===== config.mk =====
export PLATFORM = sky130hd
export DESIGN_NAME = tuning_byte_receiver
export DESIGN_NICKNAME = d
export VERILOG_FILES = /design/src/sv/tbr_pkg.sv /design/src/sv/tbr_step.sv /design/src/sv/tuning_byte_receiver.sv
export VERILOG_INCLUDE_DIRS = /design/src /design/src/sv
export SDC_FILE = /design/constraint.sdc
export NUM_CORES = 1
export LEC_CHECK = 0
export BUFFER_PORTS_ARGS = -buffer_cell sky130_fd_sc_hd__buf_2
export CORE_MARGIN = 2
export CORE_UTILIZATION = 25
export DETAILED_ROUTE_END_ITERATION = 6
export PLACE_DENSITY = 0.41
export SKIP_LAST_GASP = 1
export SLEW_MARGIN = 0
export SYNTH_ARGS = -nofsm -noshare
export SYNTH_HDL_FRONTEND = slang
export SYNTH_SLANG_ARGS = --single-unit

===== constraint.sdc =====
create_clock -name clk -period 3.83 [get_ports clk]
set_clock_uncertainty 0.1 [all_clocks]
set_input_delay 0 -clock clk [delete_from_list [all_inputs] [get_ports clk]]
set_output_delay 0 -clock clk [all_outputs]
set_load 0.01 [all_outputs]

===== src/sv/tuning_byte_receiver_defines.svh =====
// Assertion macros shared by the tuning byte receiver RTL.
`ifndef TUNING_BYTE_RECEIVER_DEFINES_SVH
`define TUNING_BYTE_RECEIVER_DEFINES_SVH

// Check a condition at every clock edge outside reset.
`define TBR_ASSERT_ALWAYS(lbl, cond, msg) \
  lbl: assert property (@(posedge clk) disable iff (!rst_n) (cond)) else $error(msg);

// Check that a condition in one cycle implies another in the next cycle.
`define TBR_ASSERT_NEXT(lbl, ante, cons, msg) \
  lbl: assert property (@(posedge clk) disable iff (!rst_n) (ante) |=> (cons)) else $error(msg);

`endif


===== src/sv/tbr_pkg.sv =====
// Types, constants and helpers shared by the tuning byte receiver modules.
package tbr_pkg;

  localparam int MAX_VARS  = 16;
  localparam int CODE_W    = 3;
  localparam int CNT_W     = $clog2(MAX_VARS + 1);
  localparam int IDX_W     = $clog2(MAX_VARS);
  localparam int TABLE_W   = MAX_VARS * CODE_W;
  localparam int OFS_W     = 2;
  localparam int BYTE_W    = 8;
  localparam int CFG_IDX_W = 1;
  localparam int TDATA_W   = 24;

  localparam logic [BYTE_W-1:0] BYTE_ACK   = 8'hFF;
  localparam logic [BYTE_W-1:0] BYTE_START = 8'hFE;
  localparam logic [BYTE_W-1:0] BYTE_STOP  = 8'h00;

  typedef enum logic [CFG_IDX_W-1:0] {
    CFG_VARIABLE_COUNT = 1'b0,
    CFG_TYPE_TABLE     = 1'b1
  } cfg_reg_t;

  typedef struct packed {
    logic             tuning_active;
    logic [CNT_W-1:0] current_var;
    logic [OFS_W-1:0] current_byte;
    logic             stop_state;
  } tbr_state_t;

  typedef struct packed {
    logic              write_valid;
    logic [IDX_W-1:0]  var_index;
    logic [OFS_W-1:0]  byte_offset;
    logic [BYTE_W-1:0] write_data;
    logic              ack_seen;
    logic              motor_off;
    logic              stop_flag;
    logic              tuning_busy;
  } tbr_result_t;

  // Last byte offset of a variable from its type code: 1, 2 or 4 bytes.
  function automatic logic [OFS_W-1:0] last_offset(input logic [CODE_W-1:0] code);
    logic [OFS_W-1:0] ofs;
    if (code[2]) begin
      ofs = 2'd3;
    end else if (code[1]) begin
      ofs = 2'd1;
    end else begin
      ofs = 2'd0;
    end
    return ofs;
  endfunction

  // Clamp a written count to the table size.
  function automatic logic [CNT_W-1:0] clamp_count(input logic [CNT_W-1:0] cnt);
    logic [CNT_W-1:0] lim;
    lim = CNT_W'(MAX_VARS);
    return (cnt > lim) ? lim : cnt;
  endfunction

endpackage


===== src/sv/tbr_step.sv =====
// Next-state and result logic for one received byte.
module tbr_step (
  input  tbr_pkg::tbr_state_t                   state,
  input  logic [tbr_pkg::BYTE_W-1:0]            rx_byte,
  input  logic [tbr_pkg::CNT_W-1:0]             var_count,
  input  logic [tbr_pkg::TABLE_W-1:0]           type_table,
  output tbr_pkg::tbr_state_t                   state_nxt,
  output tbr_pkg::tbr_result_t                  result
);
  import tbr_pkg::*;

  logic [MAX_VARS-1:0][CODE_W-1:0] codes;
  logic [CODE_W-1:0]               cur_code;
  logic [OFS_W-1:0]                cur_last;

  assign codes    = type_table;
  assign cur_code = codes[state.current_var[IDX_W-1:0]];
  assign cur_last = last_offset(cur_code);

  always_comb begin
    state_nxt = state;
    result    = '0;
    if (state.tuning_active) begin
      if (state.current_var >= var_count) begin
        // count dropped to or below the run position: end the run, write nothing
        state_nxt.tuning_active = 1'b0;
      end else begin
        result.write_valid = 1'b1;
        result.var_index   = state.current_var[IDX_W-1:0];
        result.byte_offset = state.current_byte;
        result.write_data  = rx_byte;
        if (state.current_byte >= cur_last) begin
          state_nxt.current_var  = state.current_var + CNT_W'(1);
          state_nxt.current_byte = '0;
        end else begin
          state_nxt.current_byte = state.current_byte + OFS_W'(1);
        end
        if (state_nxt.current_var >= var_count) begin
          state_nxt.tuning_active = 1'b0;
        end
      end
    end else if (rx_byte == BYTE_ACK) begin
      result.ack_seen = 1'b1;
    end else if (rx_byte == BYTE_START) begin
      state_nxt.current_var   = '0;
      state_nxt.current_byte  = '0;
      state_nxt.tuning_active = (var_count != '0);
    end else if (rx_byte == BYTE_STOP) begin
      result.motor_off     = 1'b1;
      state_nxt.stop_state = ~state.stop_state;
    end
    result.stop_flag   = state_nxt.stop_state;
    result.tuning_busy = state_nxt.tuning_active;
  end

endmodule


===== src/sv/tuning_byte_receiver.sv =====
// Top level of the tuning byte receiver: stream ports, config and pipeline.
//
// Usage: each request on the in_ channel carries one received serial byte in
// in_tdata[7:0]. Outside a tuning run, 255 reports an acknowledge, 254 starts
// a run and 0 stops the motor and toggles the stop flag; during a run every
// byte is written into the next byte of the current variable.
// Every input request yields exactly one request on the out_ channel, in order.
// out_tuser[0] is write_valid; out_tdata carries the decoded write and status.
// The byte enters the input register at the input accept edge and moves into
// the result register, which drives out_tvalid, once that register is free.
// Throughput: one byte per cycle while out_tready stays high, set by the
// single state update between the input and result registers.
// The cfg_ channel writes variable_count (index 0) and type_table (index 1);
// cfg_ready is always high. Write configuration only while the block is idle.
// Reset (rst_n low, synchronous) ends any run, clears the stop flag, the
// config registers and both pipeline stages. When the receiver drops
// out_tready, the result register holds, the input register holds behind it,
// and in_tready falls only once both are full.
`include "tuning_byte_receiver_defines.svh"

module tuning_byte_receiver (
  input  logic                              clk,
  input  logic                              rst_n,
  // input byte stream
  input  logic                              in_tvalid,
  output logic                              in_tready,
  input  logic [7:0]                        in_tdata,   // [7:0] rx_byte
  // result stream
  output logic                              out_tvalid,
  input  logic                              out_tready,
  output logic [tbr_pkg::TDATA_W-1:0]       out_tdata,  // [3:0] var_index, [5:4] byte_offset,
                                                        // [13:6] write_data, [14] ack_seen,
                                                        // [15] motor_off, [16] stop_flag,
                                                        // [17] tuning_busy, [23:18] zero
  output logic [0:0]                        out_tuser,  // [0] write_valid
  // configuration writes
  input  logic                              cfg_valid,
  output logic                              cfg_ready,
  input  logic [tbr_pkg::CFG_IDX_W-1:0]     cfg_index,
  input  logic [tbr_pkg::TABLE_W-1:0]       cfg_data
);
  import tbr_pkg::*;

  // configuration registers
  logic [CNT_W-1:0]   var_count_r;
  logic [TABLE_W-1:0] type_table_r;

  // input register
  logic               in_valid_r;
  logic [BYTE_W-1:0]  in_byte_r;

  // run state
  tbr_state_t         state_r;
  tbr_state_t         state_nxt;

  // result register
  logic               out_valid_r;
  tbr_result_t        res_r;
  tbr_result_t        res_nxt;

  logic               out_free;
  logic               advance;

  // the result register is free when empty or being drained this cycle
  assign out_free  = !out_valid_r || out_tready;
  assign advance   = in_valid_r && out_free;
  assign in_tready = !in_valid_r || out_free;
  assign cfg_ready = 1'b1;

  // config writes; clamp the count once here
  always_ff @(posedge clk) begin
    if (!rst_n) begin
      var_count_r  <= '0;
      type_table_r <= '0;
    end else if (cfg_valid && cfg_ready) begin
      case (cfg_reg_t'(cfg_index))
        CFG_VARIABLE_COUNT: var_count_r  <= clamp_count(cfg_data[CNT_W-1:0]);
        CFG_TYPE_TABLE:     type_table_r <= cfg_data;
        default: ;
      endcase
    end
  end

  // input stage: hold the byte until the result register takes it
  always_ff @(posedge clk) begin
    if (!rst_n) begin
      in_valid_r <= 1'b0;
    end else if (in_tready) begin
      in_valid_r <= in_tvalid;
    end
  end

  always_ff @(posedge clk) begin
    if (in_tvalid && in_tready) begin
      in_byte_r <= in_tdata;
    end
  end

  tbr_step u_step (
    .state      (state_r),
    .rx_byte    (in_byte_r),
    .var_count  (var_count_r),
    .type_table (type_table_r),
    .state_nxt  (state_nxt),
    .result     (res_nxt)
  );

  // advance the run state only when the byte moves into the result register
  always_ff @(posedge clk) begin
    if (!rst_n) begin
      state_r <= '0;
    end else if (advance) begin
      state_r <= state_nxt;
    end
  end

  always_ff @(posedge clk) begin
    if (!rst_n) begin
      out_valid_r <= 1'b0;
    end else if (out_free) begin
      out_valid_r <= in_valid_r;
    end
  end

  always_ff @(posedge clk) begin
    if (advance) begin
      res_r <= res_nxt;
    end
  end

  assign out_tvalid = out_valid_r;
  assign out_tuser  = res_r.write_valid;
  assign out_tdata  = {6'b0, res_r.tuning_busy, res_r.stop_flag, res_r.motor_off,
                       res_r.ack_seen, res_r.write_data, res_r.byte_offset,
                       res_r.var_index};

  `TBR_ASSERT_ALWAYS(a_one_event, !out_valid_r ||
    $onehot0({res_r.write_valid, res_r.ack_seen, res_r.motor_off}),
    "write, acknowledge and stop flagged together")

  `TBR_ASSERT_ALWAYS(a_idle_fields_zero, !out_valid_r || res_r.write_valid ||
    (res_r.var_index == '0 && res_r.byte_offset == '0 && res_r.write_data == '0),
    "write fields nonzero on a result without a write")

  `TBR_ASSERT_NEXT(a_state_holds, !advance, $stable(state_r),
    "run state changed without a byte advancing")

  `TBR_ASSERT_NEXT(a_stop_toggles, advance && res_nxt.motor_off,
    state_r.stop_state != $past(state_r.stop_state),
    "stop byte did not toggle the stop state")

  `TBR_ASSERT_NEXT(a_busy_matches, advance,
    res_r.tuning_busy == state_r.tuning_active,
    "reported busy differs from the run state")

endmodule

==> impl_metrics.env <==
export IMPL_status="finished, final reports clean"
export IMPL_critPathLaunchType="flop"
export IMPL_syn_area_um2=3460
export IMPL_nets=547
export IMPL_dr_pass1_iters=4
export IMPL_insertion_delay_ns=0.33
export IMPL_vias=2841
export IMPL_synth_ff_type="dfxtp_1"
export IMPL_io_pins=90
export IMPL_final_common_cell="nand2_1"
export IMPL_postCtsSetupBuffers=0
export IMPL_cp_top_family="multiplexers"
export IMPL_fin_util_pct=34.7
export IMPL_cp_required_ns=3.81
export IMPL_path_cells="mux4_2, and2_1, a2111oi_2, a41oi_1, ha_1, nand2b_4, a21o_1, mux2_2, ha_1, nand2_1, o21ai_0, nand3_1, nand3_1, nand2_1"
export IMPL_setup_viol=0
export IMPL_core_area_um2=13700
export IMPL_peakVddDrop_v=0.000168
export IMPL_cap_violations=0
export IMPL_multi_input_area_um2=1520
export IMPL_crit_buf_inv=0
export IMPL_grt_pass1_wl_um=13700
export IMPL_cts_buffers=9
export IMPL_chipHeight_um=122
export IMPL_fin_area_um2=4760
export IMPL_max_stage_delay_ns=0.51
export IMPL_grt_overflow=0
export IMPL_design_die_area_um2=14800
export IMPL_tightest_slew_ns=1.06
export IMPL_grt_usage_pct=12.0
export IMPL_path_clk_slew_ns=0.06
export IMPL_cts_htree_levels=3
export IMPL_pwr_density_cell_nw_per_um2=393
export IMPL_placed_area_um2=4000
export IMPL_wl_per_cell_um=12.8
export IMPL_yosysWarningCount=0
export IMPL_hold_viol_final=0
export IMPL_yosys_register_bits=75
export IMPL_postSynthCellCount=356
export IMPL_synthArstFlopShare_pct=0
export IMPL_routed_wl_um=8380
export IMPL_initialDrtViolationCount=76
export IMPL_min_period_ns=3.54
export IMPL_slew_headroom_pct=29.3
export IMPL_fp_dieW_um=122
export IMPL_final_layout_size_suffix_gt1_share_pct=22.2
export IMPL_hold_class="in2reg"
export IMPL_synth_area_leaders="dfxtp_1, edfxtp_1, nand2_1"
export IMPL_cts_tree="built"
export IMPL_layout_area_overhead_vs_synth_pct=37.4
export IMPL_crit_cells=14
export IMPL_synth_edf_count=27
export IMPL_start_util_pct=25.2
export IMPL_hold_depth=4
export IMPL_cp_arrival_ns=3.52
export IMPL_setup_tns_ns=0
export IMPL_root_buffer="clkbuf_16"
export IMPL_regArea_um2=1780
export IMPL_rows=43
export IMPL_gp_congestion=0.757
export IMPL_cts_sinks=75
export IMPL_fmax_ghz=0.283
export IMPL_final_cell_mix="nand2_1, buf_2, dfxtp_1, a21oi_1, dlygate4sd3_1"
export IMPL_drc=0
export IMPL_rsz0062_at_grt="false"
export IMPL_grt_max_degree=33
export IMPL_whs_ns=0.232
export IMPL_fillers=1436
export IMPL_r2r_cells=14
export IMPL_antenna_cells=0
export IMPL_fin_crit_sh_pct=92.4
export IMPL_finalMaxSlewViolations=0
export IMPL_post_drt_via_cell_ratio=4.32
export IMPL_crit_slowest_cell="mux4_2"
export IMPL_cp_end_kind="flop"
export IMPL_final_antenna_net_count=0
export IMPL_syn_mean_instance_area_um2=9.72
export IMPL_port_buffers=68
export IMPL_cts_buffer_depth=2
export IMPL_power_leakage_nw=1.91
export IMPL_synth_largest_area_cell="dfxtp_1"
export IMPL_grt_pass1_vias=2772
export IMPL_ys_types=48
export IMPL_antenna_found_initial=0
export IMPL_worstSetupPathType="reg2reg"
export IMPL_yosysSeqAreaShare_pct=51.2
export IMPL_yosysTopAreaCellShare_pct=27.8
export IMPL_crit_path_max_fanout=7
export IMPL_dp_hpwl_um=5820
## cell families after synthesis
kind of cell	after synthesis	synth area share (%)
flops	75	51.2
mux	11	6.65
xor+xnor	4	1.01
other cells	2	0.217
buf+inv	39	5.35
simple gates	138	18.4
compound gates	74	12.5
fa+ha+maj	13	4.70
## tightest hold or removal path: cells and delay by family
family,cells,cell delay [ns]
buf+inv,1,0.09
simple gates,2,0.33
mux,1,0.20
## path summary, 6_finish.rpt
kind | startpoint | to | slack [ns]
setup / recovery | state_r[4] | out_tdata[17] | 0.29
hold reg to reg | type_table_r[13] | type_table_r[13] | 0.35
setup reg to reg | state_r[4] | out_tdata[17] | 0.29
hold / removal | cfg_valid | var_count_r[4] | 0.23
## synth_stat cells (2+ instances only)
cell type and count:
nand2_1 80, dfxtp_1 48, a21oi_1 46, edfxtp_1 27, clkbuf_1 15, nor2_1 14, ha_1 13, and2_1 11
inv_1 11, nand3_1 9, buf_4 8, o211ai_1 7, o21ai_0 6, mux4_1 5, nand2b_1 5, nor3b_1 4
xnor2_1 4, a31oi_1 3, mux4_2 3, nor4_1 3, or4_1 3, a21o_1 2, conb_1 2, mux2i_1 2
o21ai_1 2
## state kept, by name (all words and copies together) (netlist names)
name and flops:
in_valid_r 1, out_tdata 18, out_tuser 1, var_count_r 5
state_r 9, in_byte_r 8, type_table_r 32, out_tvalid 1
## through the flow
stage | total power [mW] | cells | worst slack, ns
finish | 1.87 | 657 | 0.292
floorplan | 0.971 | 361 | 0.405
CTS | 1.90 | 657 | 0.0812
global placement | 1.02 | 595 | 0.128
detailed placement | 1.02 | 595 | 0.0804
global route | 1.96 | 657 | 0.0159
## where the power goes
part | leakage, nW | switching (mW) | internal, mW | total, mW
logic | 1.11 | 0.0828 | 0.0848 | 0.168
clock network | 0.143 | 0.329 | 0.502 | 0.831
registers | 0.658 | 0.0160 | 0.856 | 0.872
## repair_timing
item                                   in CTS  in global routing
hold buffers                               46                  0
endpoints found under the hold margin      49                  0
setup endpoints to repair                   0                  2
resized for setup                           0                  2
## metal layers
layer  wire (um)  up-vias  part of all wire, %  GRT usage [%]
li1            -     1470                    -              -
met1        4120     1309                   49           16.0
met2        3800       51                   45           18.5
met3         320       11                  3.8           2.53
met4         144        0                  1.7           5.39
met5           0        -                    0              0
## final cells by class
class	count	area share (%)
Timing Repair Buffer	126	18.7
Clock inverter	7	1.45
Inverter	13	1.03
Clock buffer	9	4.73
Sequential cell	75	37.3
Multi-Input combinational cell	247	32.0
Tap cell	180	4.73
Note: power is estimated with default switching activity, not from simulation.
